==> config.mk <==
export PLATFORM = sky130hd
export DESIGN_NAME = ccn_front
export DESIGN_NICKNAME = d
export VERILOG_FILES = /design/src/design/ccn_pkg.sv /design/src/design/ccn_front.sv
export SDC_FILE = /design/constraint.sdc
export NUM_CORES = 1
export LEC_CHECK = 0
export BUFFER_PORTS_ARGS = -buffer_cell sky130_fd_sc_hd__buf_2
export CORE_MARGIN = 5
export CORE_UTILIZATION = 61
export CTS_BUF_LIST = sky130_fd_sc_hd__clkbuf_8
export CTS_CLUSTER_DIAMETER = 30
export CTS_CLUSTER_SIZE = 30
export DETAILED_ROUTE_END_ITERATION = 16
export GPL_TIMING_DRIVEN = 0
export PLACE_DENSITY = 0.82
export SYNTH_ARGS = -nofsm -noshare
export SYNTH_HDL_FRONTEND = slang
export SYNTH_SLANG_ARGS = --single-unit
==> constraint.sdc <==
create_clock -name i_clk -period 10.1 [get_ports i_clk]
set_clock_uncertainty 0.2 [all_clocks]
set_input_delay 0 -clock i_clk [delete_from_list [all_inputs] [get_ports i_clk]]
set_output_delay 0 -clock i_clk [all_outputs]
set_load 0.01 [all_outputs]
==> src/design/ccn_pkg.sv <==
// Shared constants, types and saturation helpers for the color channel calibrator.
package ccn_pkg;

    localparam int RAW_W         = 16;
    localparam int COLOR_W       = 8;
    localparam int WHITE_W       = 7;
    localparam int WORD_W        = 64;
    localparam int NUM_CH        = 4;
    localparam int CAL_REGS      = 2 * NUM_CH;
    localparam int CFG_IDX_W     = $clog2(CAL_REGS);
    localparam int FRAC_BITS_DEF = 16;
    localparam int QUEUE_DEPTH   = 2;

    localparam logic signed [WORD_W-1:0] SPAN_COLOR = WORD_W'(255);
    localparam logic signed [WORD_W-1:0] SPAN_WHITE = WORD_W'(100);
    localparam logic signed [WORD_W-1:0] SUM_LIMIT  = WORD_W'(10);
    localparam logic signed [WORD_W-1:0] PERCENT    = WORD_W'(100);
    localparam logic signed [WORD_W-1:0] COLOR_MAX  = WORD_W'(255);
    localparam logic signed [WORD_W-1:0] WHITE_MAX  = WORD_W'(100);

    localparam logic [RAW_W-1:0]     CAL_LOW_INIT   = '0;
    localparam logic [RAW_W-1:0]     CAL_HIGH_INIT  = '1;

    // One classified sample set: offsets from low and calibration runs.
    typedef struct packed {
        logic [NUM_CH-1:0][RAW_W:0] num;
        logic [NUM_CH-1:0][RAW_W:0] run;
        logic                       err;
    } t_job;

    function automatic logic [COLOR_W-1:0] sat_color(input logic signed [WORD_W-1:0] v);
        logic [COLOR_W-1:0] r;
        if (v < 0) r = '0;
        else if (v > COLOR_MAX) r = '1;
        else r = v[COLOR_W-1:0];
        return r;
    endfunction

    function automatic logic [WHITE_W-1:0] sat_white(input logic signed [WORD_W-1:0] v);
        logic [WHITE_W-1:0] r;
        if (v < 0) r = '0;
        else if (v > WHITE_MAX) r = WHITE_MAX[WHITE_W-1:0];
        else r = v[WHITE_W-1:0];
        return r;
    endfunction

endpackage

==> src/design/ccn_front.sv <==
// Front end: calibration registers, sample classification and the job queue.
module ccn_front (
    input  logic                                i_clk,
    input  logic                                i_rst_n,
    input  logic                                i_cfg_valid,
    input  logic [ccn_pkg::CFG_IDX_W-1:0]       i_cfg_index,
    input  logic [ccn_pkg::RAW_W-1:0]           i_cfg_data,
    input  logic                                i_push,
    input  logic [ccn_pkg::NUM_CH-1:0][ccn_pkg::RAW_W-1:0] i_raw,
    output logic                                o_full,
    input  logic                                i_take,
    output logic                                o_avail,
    output ccn_pkg::t_job                       o_job
);

    localparam int PTR_W = $clog2(ccn_pkg::QUEUE_DEPTH);
    localparam int CNT_W = $clog2(ccn_pkg::QUEUE_DEPTH + 1);

    logic [ccn_pkg::RAW_W-1:0] r_cal [ccn_pkg::CAL_REGS];
    ccn_pkg::t_job             r_q   [ccn_pkg::QUEUE_DEPTH];
    logic [PTR_W-1:0]          r_wr;
    logic [PTR_W-1:0]          r_rd;
    logic [CNT_W-1:0]          r_cnt;

    ccn_pkg::t_job job;
    logic          do_push;
    logic          do_pop;

    always_comb begin
        job = '0;
        for (int k = 0; k < ccn_pkg::NUM_CH; k++) begin
            job.num[k] = {1'b0, i_raw[k]} - {1'b0, r_cal[2*k]};
            job.run[k] = {1'b0, r_cal[2*k+1]} - {1'b0, r_cal[2*k]};
            if (r_cal[2*k] == r_cal[2*k+1]) job.err = 1'b1;
        end
    end

    assign o_full  = r_cnt == CNT_W'(ccn_pkg::QUEUE_DEPTH);
    assign o_avail = r_cnt != '0;
    assign o_job   = r_q[r_rd];
    assign do_push = i_push && !o_full;
    assign do_pop  = i_take && o_avail;

    always_ff @(posedge i_clk) begin
        if (!i_rst_n) begin
            for (int i = 0; i < ccn_pkg::CAL_REGS; i++) begin
                r_cal[i] <= i[0] ? ccn_pkg::CAL_HIGH_INIT : ccn_pkg::CAL_LOW_INIT;
            end
            r_wr  <= '0;
            r_rd  <= '0;
            r_cnt <= '0;
        end else begin
            if (i_cfg_valid) r_cal[i_cfg_index] <= i_cfg_data;
            if (do_push) begin
                r_q[r_wr] <= job;
                r_wr      <= r_wr + 1'b1;
            end
            if (do_pop) r_rd <= r_rd + 1'b1;
            if (do_push && !do_pop) r_cnt <= r_cnt + 1'b1;
            else if (do_pop && !do_push) r_cnt <= r_cnt - 1'b1;
        end
    end

endmodule

==> out/metrics.cfg <==
[layout]
nFillCells=2200
final_net_count=2312
mostFrequentLayoutCell=sky130_fd_sc_hd__edfxtp_1
layout.cells.non_filler=2603
sequential_cell_area_um2=12200
area_taken_by_multi_input_logic_gates_um2=8400
layout_cells_sized_above_1=0.245
area_growth_pct=21.9
most-common-layout-cells=402 x sky130_fd_sc_hd__edfxtp_1, 231 x sky130_fd_sc_hd__buf_2, 137 x sky130_fd_sc_hd__mux2_2
insertedDiodeCount=0
design_area_um2=25800

[critical_path]
regToRegSetupSlack_ns=6.85
worst_setup_path_end_kind=register
critical_path.max_stage_delay_ns=0.56
critical-path-top-cell-by-count=sky130_fd_sc_hd__dlygate4sd3_1
critPathLaunch=r_cal[4][4]
worst_ep_arrival_time_ns=3.42
cp_cell_sequence=inv_1 > ha_1 > nor2_1 > dlygate4sd3_1 > nand2_1 > o21ai_1 > o21ai_0 > a31oi_1 > xnor2_1 > dlygate4sd3_1
cpLargestDelayFamily=buffers and inverters
critical_path.reg2reg.endpoint=r_q[0][118]
crit_cells=10
setup.worst_path.end=r_q[0][118]
cp_slowest_cell=sky130_fd_sc_hd__dlygate4sd3_1
crit-reg2reg-launch=r_cal[4][4]
worstRegToRegCells=10
cp-start-kind=register
worstSetupPathType=register to register
timing.critical_path.buf_inv=3
worstPathRequired_ns=10.27
critical_path.max_fanout=4

[synth]
synthArstFlopShare=0
seq_area_frac_synth=0.575
synthesized_area_per_cell_um2=12.8
ys_ff_latch=407
syn-cell-area_um2=21200
synthesis.instances=1658
synth_warnings=0
syn_nets=1883
post_synth_num_cell_types=67
number_of_flops_mapped_to_enable_cells_by_yosys=402
synthFlopType=sky130_fd_sc_hd__edfxtp_1

[placement]
dpl_wire_length_mm=36.2
place_area_um2=23100
place_inst=2351
finalWeightedCongestion=0.906
io_buffers=226

[grt]
antenna_found_initial=2
groute.usage.overall=0.266
pin_count_of_the_biggest_net_entering_global_routing=69
first_pass_grt_wire_length_mm=80.8
gr-total-overflow=0
first_global_vias=15300

[floorplan]
die_w_um=196
initial_core_utilization=0.616
placeable_core_region_um2=34400
die_h_um=196
placementRows=68
dieArea_um2=38500
design.portCount=227

[sta]
timing.final.crit_share=0.322
final_max_slew_viol_count=0
setup-violations-final=0
achievable-frequency_mhz=307
setup_tns_after_final_layout_ns=0
worst-slew-pin-transition_ns=1.16
timing.final.crit_period_ns=3.25
rsz0062_at_grt=no
hold_viol=0
slew_headroom=0.229

[clock_network]
cts_tree=yes
cts-htree-levels=3
cts.sinks=407
numCtsBuffers=77
cts_buffer_depth=3
clk_pin_slew_worst_paths_ns=0.07
worst_skew_pair.late_latency_ns=0.63
root_buffer=sky130_fd_sc_hd__clkbuf_8

[drt]
via_count=14900
drt-met1-wl_mm=21.1
dr.pass1.iters=5
post_drt_wl_per_cell_um=19.8
detail_route.drc_violations=0
routed-wl-met3_mm=3.17
first_iter_violations=891
wl_met2_mm=25.8
maxUsedRoutingLayer=met4
antenna_violating_nets_post_route=0
avgViaCountPerCell=5.72
finalWirelength_mm=51.5

[pwr]
p_per_area_nw_per_um2=201
total_leakage_power_nw=10.1
vdd_ir_drop_max_mv=0.163

[hold_path]
class_of_the_worst_hold_path=input pin to register

[outcome]
status=complete, no violations

[run]
cap_viol_max_count=0

[per-layer routing]
layer | GRT usage | up-vias
met1 | 0.340 | 7163
li1 | - | 7082
met4 | 0.0939 | 0
met3 | 0.0464 | 112
met2 | 0.462 | 527
met5 | 0 | -
[kinds of logic after synthesis]
group	share of synthesized area
adder cells (fa/ha/maj)	0.0838
flip-flops	0.575
multiplexers	0.0738
AO/OA/AOI/OAI	0.101
buffers and inverters	0.0287
XOR/XNOR	0.0376
AND/OR/NAND/NOR	0.0999
[registers in the layout (all words and copies together), names as in the netlist, named ones only]
signal / flops
r_cnt: 2
r_q: 274
r_cal: 128
r_wr: 1
r_rd: 1
[power by group]
group | switching (mW) | internal (mW) | leakage, nW
Combinational | 0.767 | 0.599 | 5.44
Clock | 0.720 | 0.968 | 0.859
Sequential | 0.0446 | 2.10 | 3.80
Total | 1.53 | 3.67 | 10.1
[worst min-delay path by stage]
stage                 from          end  slack (ns)  cells after the start
2_1_floorplan      i_rst_n         r_rd       -0.08                      1
3_3_place_gp       i_rst_n     r_cnt[1]        0.19                      2
3_5_place_dp       i_rst_n         r_wr        0.20                      2
4_1_cts        i_cfg_valid  r_cal[6][3]        0.06                      3
5_1_grt        i_cfg_valid  r_cal[6][3]        0.10                      3
6_report       i_cfg_valid  r_cal[6][3]        0.12                      3
[final cells by class]
class                      count  area share
buffer                        42     0.00640
clock buffer                  78      0.0416
clock inverter                62      0.0218
inverter                     118      0.0172
multi-input combinational   1091       0.326
sequential                   407       0.472
tap                          455      0.0221
timing repair buffer         350      0.0939
[cell usage after synthesis (all sizes together), types with 17 or more instances]
cell	number	area [µm²]
edfxtp	402	12100
mux2	137	1540
ha	129	1610
inv	118	443
a21oi	94	470
nor2	80	300
and2	73	457
o21ai	69	353
xnor2	68	596
nand2	54	203
or3	50	313
clkbuf	37	140
a21o	36	270
o21a	29	218
nor2b	23	151
xor2	23	201
nand3	22	110
or2	22	138
nor3	17	85.1
[worst min-delay path: stages]
cell and delay, ns:
sky130_fd_sc_hd__buf_2 0.10, sky130_fd_sc_hd__nand3b_1 0.36, sky130_fd_sc_hd__o21ai_1 0.27
[what timing repair did]
action	4_1_cts	5_1_grt
setup buffers	0	0
hold endpoints to repair	320	0
gates resized for setup	0	0
hold buffers	112	0
[through the flow]
step	total power [mW]	setup WS [ns]	hold WS, ns	utilization
after detailed placement	3.47	7.23	0.202	0.671
after global placement	3.45	-0.423	0.189	0.665
after CTS	5.21	6.85	0.0586	0.751
final	5.20	6.85	0.121	0.751
after floorplan	3.05	2.79	-0.0783	-
after global routing	5.44	6.71	0.105	0.751
Power figures use the tool's default switching activity.
