--- src/design/ccn_pkg.sv ---
// Shared constants, types and saturation helpers for the color channel calibrator.
package ccn_pkg;

    localparam int RAW_W         = 16;
    localparam int COLOR_W       = 8;
    localparam int WHITE_W       = 7;
    localparam int WORD_W        = 64;
    localparam int NUM_CH        = 4;
    localparam int CAL_REGS      = 2 * NUM_CH;
    localparam int CFG_IDX_W     = $clog2(CAL_REGS);
    localparam int FRAC_BITS_DEF = 16;
    localparam int QUEUE_DEPTH   = 2;

    localparam logic signed [WORD_W-1:0] SPAN_COLOR = WORD_W'(255);
    localparam logic signed [WORD_W-1:0] SPAN_WHITE = WORD_W'(100);
    localparam logic signed [WORD_W-1:0] SUM_LIMIT  = WORD_W'(10);
    localparam logic signed [WORD_W-1:0] PERCENT    = WORD_W'(100);
    localparam logic signed [WORD_W-1:0] COLOR_MAX  = WORD_W'(255);
    localparam logic signed [WORD_W-1:0] WHITE_MAX  = WORD_W'(100);

    localparam logic [RAW_W-1:0]     CAL_LOW_INIT   = '0;
    localparam logic [RAW_W-1:0]     CAL_HIGH_INIT  = '1;

    // One classified sample set: offsets from low and calibration runs.
    typedef struct packed {
        logic [NUM_CH-1:0][RAW_W:0] num;
        logic [NUM_CH-1:0][RAW_W:0] run;
        logic                       err;
    } t_job;

    function automatic logic [COLOR_W-1:0] sat_color(input logic signed [WORD_W-1:0] v);
        logic [COLOR_W-1:0] r;
        if (v < 0) r = '0;
        else if (v > COLOR_MAX) r = '1;
        else r = v[COLOR_W-1:0];
        return r;
    endfunction

    function automatic logic [WHITE_W-1:0] sat_white(input logic signed [WORD_W-1:0] v);
        logic [WHITE_W-1:0] r;
        if (v < 0) r = '0;
        else if (v > WHITE_MAX) r = WHITE_MAX[WHITE_W-1:0];
        else r = v[WHITE_W-1:0];
        return r;
    endfunction

endpackage

--- src/design/ccn_div.sv ---
// Sequential signed divider, one quotient bit per cycle, truncating toward zero.
module ccn_div #(
    parameter int WIDTH = ccn_pkg::WORD_W
) (
    input  logic                    i_clk,
    input  logic                    i_rst_n,
    input  logic                    i_start,
    input  logic signed [WIDTH-1:0] i_num,
    input  logic signed [WIDTH-1:0] i_den,
    output logic                    o_done,
    output logic signed [WIDTH-1:0] o_quot
);

    localparam int CNT_W = $clog2(WIDTH);

    logic             r_busy;
    logic             r_done;
    logic [CNT_W-1:0] r_cnt;
    logic [WIDTH-1:0] r_rem;
    logic [WIDTH-1:0] r_quo;
    logic [WIDTH-1:0] r_dmag;
    logic             r_neg;

    logic [WIDTH:0]   shifted;
    logic             fits;

    assign shifted = {r_rem, r_quo[WIDTH-1]};
    assign fits    = shifted >= {1'b0, r_dmag};

    always_ff @(posedge i_clk) begin
        if (!i_rst_n) begin
            r_busy <= 1'b0;
            r_done <= 1'b0;
            r_cnt  <= '0;
        end else begin
            r_done <= !i_start && r_busy && (r_cnt == CNT_W'(WIDTH - 1));
            if (i_start) begin
                r_busy <= 1'b1;
                r_cnt  <= '0;
                r_rem  <= '0;
                r_quo  <= i_num[WIDTH-1] ? WIDTH'(-i_num) : i_num;
                r_dmag <= i_den[WIDTH-1] ? WIDTH'(-i_den) : i_den;
                r_neg  <= i_num[WIDTH-1] ^ i_den[WIDTH-1];
            end else if (r_busy) begin
                r_rem <= fits ? WIDTH'(shifted - {1'b0, r_dmag}) : shifted[WIDTH-1:0];
                r_quo <= {r_quo[WIDTH-2:0], fits};
                r_cnt <= r_cnt + 1'b1;
                if (r_cnt == CNT_W'(WIDTH - 1)) begin
                    r_busy <= 1'b0;
                end
            end
        end
    end

    assign o_done = r_done;
    assign o_quot = r_neg ? WIDTH'(-$signed(r_quo)) : $signed(r_quo);

endmodule

--- src/design/ccn_back.sv ---
// Back end: sequencer that runs the mapping, normalization and stretch on the divider.
module ccn_back #(
    parameter int FRAC_BITS = ccn_pkg::FRAC_BITS_DEF
) (
    input  logic                          i_clk,
    input  logic                          i_rst_n,
    input  logic                          i_avail,
    input  ccn_pkg::t_job                 i_job,
    output logic                          o_take,
    input  logic                          i_pop,
    output logic                          o_empty,
    output logic [ccn_pkg::COLOR_W-1:0]   o_red,
    output logic [ccn_pkg::COLOR_W-1:0]   o_green,
    output logic [ccn_pkg::COLOR_W-1:0]   o_blue,
    output logic [ccn_pkg::WHITE_W-1:0]   o_white,
    output logic                          o_err
);

    localparam int W = ccn_pkg::WORD_W;

    typedef enum logic [3:0] {
        ST_IDLE, ST_MAP_GO, ST_MAP_WAIT, ST_SUM, ST_Q_GO, ST_Q_WAIT, ST_MIN,
        ST_T_GO, ST_T_WAIT, ST_TSUM, ST_O_GO, ST_O_WAIT, ST_EMIT
    } t_state;

    t_state              r_state;
    ccn_pkg::t_job       r_job;
    logic [1:0]          r_idx;
    logic signed [W-1:0] r_m [ccn_pkg::NUM_CH];
    logic signed [W-1:0] r_q [3];
    logic signed [W-1:0] r_t [3];
    logic [ccn_pkg::COLOR_W-1:0] r_o [3];
    logic signed [W-1:0] r_sum;
    logic signed [W-1:0] r_mnsh;
    logic signed [W-1:0] r_dd;
    logic                r_div_start;
    logic signed [W-1:0] r_div_num;
    logic signed [W-1:0] r_div_den;
    logic                r_out_valid;
    logic [ccn_pkg::COLOR_W-1:0] r_out_red;
    logic [ccn_pkg::COLOR_W-1:0] r_out_green;
    logic [ccn_pkg::COLOR_W-1:0] r_out_blue;
    logic [ccn_pkg::WHITE_W-1:0] r_out_white;
    logic                r_out_err;

    logic                div_done;
    logic signed [W-1:0] div_quot;
    logic signed [W-1:0] map_num;
    logic signed [W-1:0] map_den;
    logic signed [W-1:0] minq;
    logic signed [W-1:0] mn_floor;
    logic signed [W-1:0] mn;
    logic signed [W-1:0] stretch_den;
    logic signed [W-1:0] q_off;

    ccn_div #(.WIDTH(W)) u_div (
        .i_clk   (i_clk),
        .i_rst_n (i_rst_n),
        .i_start (r_div_start),
        .i_num   (r_div_num),
        .i_den   (r_div_den),
        .o_done  (div_done),
        .o_quot  (div_quot)
    );

    always_comb begin
        map_num = W'($signed(r_job.num[r_idx]));
        map_num = map_num * ((r_idx == 2'd3) ? ccn_pkg::SPAN_WHITE : ccn_pkg::SPAN_COLOR);
        map_den = W'($signed(r_job.run[r_idx]));
        minq = r_q[0];
        if (r_q[1] < minq) minq = r_q[1];
        if (r_q[2] < minq) minq = r_q[2];
        mn_floor = minq >>> FRAC_BITS;
        // The shift floors; a negative value with a fraction moves up toward zero.
        mn = (minq < 0 && (|minq[FRAC_BITS-1:0])) ? mn_floor + W'(1) : mn_floor;
        stretch_den = ccn_pkg::COLOR_MAX - mn;
        if (stretch_den < 1) stretch_den = W'(1);
        q_off = (r_q[r_idx] - r_mnsh) * ccn_pkg::COLOR_MAX;
    end

    assign o_take = (r_state == ST_IDLE) && i_avail;

    always_ff @(posedge i_clk) begin
        if (!i_rst_n) begin
            r_state     <= ST_IDLE;
            r_idx       <= '0;
            r_div_start <= 1'b0;
            r_out_valid <= 1'b0;
        end else begin
            // A division starts in the cycle after each go step that needs one.
            r_div_start <= (r_state == ST_MAP_GO) || (r_state == ST_T_GO) ||
                           (((r_state == ST_Q_GO) || (r_state == ST_O_GO)) &&
                            (r_sum > ccn_pkg::SUM_LIMIT));
            r_out_valid <= (r_state == ST_EMIT) || (r_out_valid && !i_pop);
            case (r_state)
                ST_IDLE: begin
                    if (i_avail) begin
                        r_job   <= i_job;
                        r_idx   <= '0;
                        r_state <= i_job.err ? ST_EMIT : ST_MAP_GO;
                    end
                end
                ST_MAP_GO: begin
                    r_div_num   <= map_num;
                    r_div_den   <= map_den;
                    r_state     <= ST_MAP_WAIT;
                end
                ST_MAP_WAIT: begin
                    if (div_done) begin
                        r_m[r_idx] <= div_quot;
                        if (r_idx == 2'd3) begin
                            r_state <= ST_SUM;
                        end else begin
                            r_idx   <= r_idx + 1'b1;
                            r_state <= ST_MAP_GO;
                        end
                    end
                end
                ST_SUM: begin
                    r_sum   <= r_m[0] + r_m[1] + r_m[2];
                    r_idx   <= '0;
                    r_state <= ST_Q_GO;
                end
                ST_Q_GO: begin
                    if (r_sum > ccn_pkg::SUM_LIMIT) begin
                        r_div_num   <= (r_m[r_idx] * ccn_pkg::PERCENT) <<< FRAC_BITS;
                        r_div_den   <= r_sum;
                        r_state     <= ST_Q_WAIT;
                    end else begin
                        r_q[r_idx] <= r_m[r_idx] <<< FRAC_BITS;
                        if (r_idx == 2'd2) begin
                            r_state <= ST_MIN;
                        end else begin
                            r_idx <= r_idx + 1'b1;
                        end
                    end
                end
                ST_Q_WAIT: begin
                    if (div_done) begin
                        r_q[r_idx] <= div_quot;
                        if (r_idx == 2'd2) begin
                            r_state <= ST_MIN;
                        end else begin
                            r_idx   <= r_idx + 1'b1;
                            r_state <= ST_Q_GO;
                        end
                    end
                end
                ST_MIN: begin
                    r_mnsh  <= mn <<< FRAC_BITS;
                    r_dd    <= stretch_den <<< FRAC_BITS;
                    r_idx   <= '0;
                    r_state <= ST_T_GO;
                end
                ST_T_GO: begin
                    r_div_num   <= q_off;
                    r_div_den   <= r_dd;
                    r_state     <= ST_T_WAIT;
                end
                ST_T_WAIT: begin
                    if (div_done) begin
                        r_t[r_idx] <= div_quot;
                        if (r_idx == 2'd2) begin
                            r_state <= ST_TSUM;
                        end else begin
                            r_idx   <= r_idx + 1'b1;
                            r_state <= ST_T_GO;
                        end
                    end
                end
                ST_TSUM: begin
                    r_sum   <= r_t[0] + r_t[1] + r_t[2];
                    r_idx   <= '0;
                    r_state <= ST_O_GO;
                end
                ST_O_GO: begin
                    if (r_sum > ccn_pkg::SUM_LIMIT) begin
                        r_div_num   <= r_t[r_idx] * ccn_pkg::PERCENT;
                        r_div_den   <= r_sum;
                        r_state     <= ST_O_WAIT;
                    end else begin
                        r_o[r_idx] <= ccn_pkg::sat_color(r_t[r_idx]);
                        if (r_idx == 2'd2) begin
                            r_state <= ST_EMIT;
                        end else begin
                            r_idx <= r_idx + 1'b1;
                        end
                    end
                end
                ST_O_WAIT: begin
                    if (div_done) begin
                        r_o[r_idx] <= ccn_pkg::sat_color(div_quot);
                        if (r_idx == 2'd2) begin
                            r_state <= ST_EMIT;
                        end else begin
                            r_idx   <= r_idx + 1'b1;
                            r_state <= ST_O_GO;
                        end
                    end
                end
                ST_EMIT: begin
                    if (!r_out_valid || i_pop) begin
                        r_out_err   <= r_job.err;
                        r_out_red   <= r_job.err ? '0 : r_o[0];
                        r_out_green <= r_job.err ? '0 : r_o[1];
                        r_out_blue  <= r_job.err ? '0 : r_o[2];
                        r_out_white <= r_job.err ? '0 : ccn_pkg::sat_white(r_m[3]);
                        r_state     <= ST_IDLE;
                    end
                end
                default: r_state <= ST_IDLE;
            endcase
        end
    end

    assign o_empty = !r_out_valid;
    assign o_red   = r_out_red;
    assign o_green = r_out_green;
    assign o_blue  = r_out_blue;
    assign o_white = r_out_white;
    assign o_err   = r_out_err;

    a_err_skips: assert property (@(posedge i_clk) disable iff (!i_rst_n)
        (r_state == ST_IDLE && i_avail && i_job.err) |=> r_state == ST_EMIT)
        else $error("calibration error job did not go straight to emit");

    a_emit_fills: assert property (@(posedge i_clk) disable iff (!i_rst_n)
        (r_state == ST_EMIT && !r_out_valid) |=> (r_out_valid && r_state == ST_IDLE))
        else $error("emit with a free output register did not load it");

    a_div_single: assert property (@(posedge i_clk) disable iff (!i_rst_n)
        r_div_start |-> (r_state == ST_MAP_WAIT || r_state == ST_Q_WAIT ||
                         r_state == ST_T_WAIT || r_state == ST_O_WAIT))
        else $error("divider started outside a wait step");

endmodule
--- config.mk ---
export PLATFORM = sky130hd
export DESIGN_NAME = ccn_back
export DESIGN_NICKNAME = d
export VERILOG_FILES = /design/src/design/ccn_pkg.sv /design/src/design/ccn_div.sv /design/src/design/ccn_back.sv
export SDC_FILE = /design/constraint.sdc
export NUM_CORES = 2
export LEC_CHECK = 0
export ABC_AREA = 1
export BUFFER_PORTS_ARGS = -buffer_cell sky130_fd_sc_hd__clkbuf_2
export CAP_MARGIN = 10
export CORE_MARGIN = 2
export CORE_UTILIZATION = 50
export CTS_CLUSTER_SIZE = 40
export DETAILED_ROUTE_END_ITERATION = 7
export PLACE_DENSITY_LB_ADDON = 0.12
export SETUP_SLACK_MARGIN = 0.1
export SLEW_MARGIN = 0
export SYNTH_ARGS = -nofsm -noshare
export SYNTH_HDL_FRONTEND = slang
export SYNTH_SLANG_ARGS = --single-unit
--- constraint.sdc ---
create_clock -name i_clk -period 15.2 [get_ports i_clk]
set_clock_uncertainty 0.05 [all_clocks]
set_input_delay 3.04 -clock i_clk [delete_from_list [all_inputs] [get_ports i_clk]]
set_output_delay 3.04 -clock i_clk [all_outputs]
set_load 0.005 [all_outputs]
==> results.cfg <==
[critical_path]
start_kind = flip-flop
regToRegSetupSlack_ns = 2.74
crit_slowest_cell = o21ai_0
end_kind = flip-flop
r2r_end = r_div_num[60]$_DFFE_PP_
arrival_ns = 12.87
worstSetupEndpoint = r_div_num[60]$_DFFE_PP_
reg2reg_depth = 40
critical_path.max_stage_delay_ns = 0.87
crit_type = flip-flop to flip-flop
cp.required_ns = 15.61
cp_common_cell = o21ai_0
crit_fanout = 93

[synthesis]
synth.yosys.warnings = 0
ys_ff_latch = 1460
seq_area_frac_synth = 0.402
synth_adder_area_share = 0.211
synth_cells = 12000
syn_nets = 13600
synth_area_per_cell_um2 = 9.07
async_flop_share = 0
synth_edf_count = 1442
ys_types = 70
synthXorXnorAreaFrac = 0.0330
synth-compound-area-share = 0.116
synth_top_family_by_area = adder cells
synth_area_um2 = 109000
synth_flop_cell = edfxtp_1
yosys.area_share.simple = 0.153
synthMuxAreaShare = 0.000288

[job]
maxCapViolCount = 0

[die]
start_util = 0.502
die_area_um2 = 221000
die-height_um = 470
die_w_um = 470
core_um2 = 217000
rows = 171
io_pins = 175

[timing]
fin_setup_tns_ns = 0
finalCriticalPeriod_ns = 12.46
fin_hold_ws_ns = 0.400
fmax_mhz = 80.2
hold_viol_final = 0
worst_pin_slew_ns = 1.37
maxSlewHeadroom = 0.0811
finalSetupViolations = 0
finalMaxSlewViolations = 0
period_share = 0.820
rsz0062_at_grt = false

[cells_and_area]
layout-drive-gt1-share = 0.0652
fin_area_um2 = 119000
nFillCells = 19600
nets = 13800
final_common_cell = nand2_1
final_cell_mix = nand2_1 (2166), inv_1 (2071), edfxtp_1 (1442)
stdcell_count = 15200
area_growth_pct = 9.36

[global_routing]
grt_pass1_vias = 84600
grt_use_total = 0.338
overflow = 0
grt_pass1_wl_mm = 554
grt_max_degree = 131
antenna_found_initial = 13

[placed_design]
dp_hpwl_mm = 301
dp_cells = 14900
gp_congestion = 1.00
placed_area_um2 = 113000
portBuffers = 174

[clocking]
cts-htree-levels = 4
ctsHoldBuffers = 0
clkLatencyLatePin_ns = 0.87
clockRootBuffer = clkbuf_16
cts_tree = built
cts-resized-gates = 0
clkTransAtPathRegs_ns = 0.07
postCtsSetupBuffers = 0
cts.path.max_buffers = 3
cts_made_buffers = 163
cts_sinks = 1460

[drt]
wl_met1_mm = 153
drt_iter0_drc = 7976
dr_total_vias = 86700
wl_per_cell_um = 24.9
routed.top_layer = met5
vias_per_cell = 5.72
drtPass1Iterations = 7
wl_met3_mm = 27.8
dr_wl_met2_mm = 175
ant_nets = 0
routed_wl_mm = 377
route.detailed.drc = 0

[outcome]
status = finished, final reports clean

[min_path]
hp-class = flip-flop to flip-flop
## Yosys cell counts (17+ instances only)
master	instances	share of area
fa_1	601	0.11
a22oi_1	50	0.0035
nand3_1	382	0.018
buf_2	17	0.00078
a21oi_1	872	0.040
nand2_1	2169	0.075
clkbuf_1	228	0.0079
o21ai_0	896	0.041
dfxtp_1	18	0.0033
o21a_1	32	0.0022
xnor2_1	165	0.013
o31ai_1	27	0.0019
or2_2	63	0.0036
nor4_1	96	0.0055
nand2_2	19	0.0011
o21bai_1	21	0.0015
xor2_1	244	0.020
o22ai_1	47	0.0027
inv_1	2074	0.072
o211ai_1	57	0.0039
o2111ai_1	23	0.0019
a211oi_1	18	0.0012
buf_1	35	0.0012
ha_1	872	0.10
a32oi_1	55	0.0044
nor3_1	112	0.0052
a31oi_1	88	0.0051
nand4_1	129	0.0074
edfxtp_1	1442	0.40
nor2_2	44	0.0025
nor2_1	873	0.030
a21boi_0	19	0.0013
inv_2	29	0.0010
## worst min-delay path by stage
stage,from,endpoint,slack (ns),cells after the start
final,u_div.r_cnt[5]$_SDFFE_PP0P_,u_div.r_cnt[5]$_SDFFE_PP0P_,0.40,1
after global routing,u_div.r_cnt[5]$_SDFFE_PP0P_,u_div.r_cnt[5]$_SDFFE_PP0P_,0.42,1
after CTS,u_div.r_cnt[5]$_SDFFE_PP0P_,u_div.r_cnt[5]$_SDFFE_PP0P_,0.41,1
after detailed placement,u_div.r_cnt[5]$_SDFFE_PP0P_,u_div.r_cnt[5]$_SDFFE_PP0P_,0.40,1
after global placement,u_div.r_cnt[5]$_SDFFE_PP0P_,u_div.r_cnt[5]$_SDFFE_PP0P_,0.39,1
after floorplan,u_div.r_cnt[5]$_SDFFE_PP0P_,u_div.r_cnt[5]$_SDFFE_PP0P_,0.37,1
## per-stage QoR
stage | utilization | setup slack (ns)
after global routing | 0.548 | 2.14
after global placement | 0.523 | 3.02
final | 0.549 | 2.74
after floorplan | - | 1.79
after CTS | 0.548 | 2.86
after detailed placement | 0.523 | 3.04
## state kept, by name, summed over array words and instances (netlist names), 6 cells and up, named ones only
signal        count
o_blue            8
o_green           8
o_red             8
o_white           7
r_dd             48
r_div_den        64
r_div_num        64
r_job           137
r_m             256
r_mnsh           48
r_o              24
r_q             256
r_sum            64
r_t             256
u_div.r_cnt       6
u_div.r_dmag     64
u_div.r_quo      64
u_div.r_rem      64
## per-layer routing
metal	up-vias	global-route usage
li1	40500	-
met1	42300	0.440
met2	3296	0.550
met3	622	0.0579
met4	8	0.161
met5	-	0
## critical path: cells and delay by family, from the launching register on
family	cells	cell delay (ns)
AO/OA/AOI/OAI	24	6.62
XOR/XNOR	1	0.41
adder cells (fa/ha/maj)	6	2.89
buffers and inverters	5	0.84
flip-flops	1	0.77
AND/OR/NAND/NOR	4	0.40
## logic make-up after synthesis
kind of cell | after synthesis
and+or+nand+nor | 3954
buffers and inverters | 2413
AOI/OAI and AO/OA | 2276
adders and majority gates | 1473
DFF | 1460
xor gates and xnor gates | 409
muxes | 3
## final cells by class
class                      instances  area [um^2]  share of cell area
antenna                            5         12.5            0.000105
tap                             2854         3570              0.0300
clock buffer                     194         4290              0.0361
sequential                      1460        43700               0.367
inverter                        2117         7960              0.0670
multi-input combinational       8115        56200               0.473
timing repair buffer             314         1950              0.0164
clock inverter                   100         1220              0.0103
Power is not shown: default switching activity piles up to over one toggle a cycle in this logic, so the estimate is an artifact.
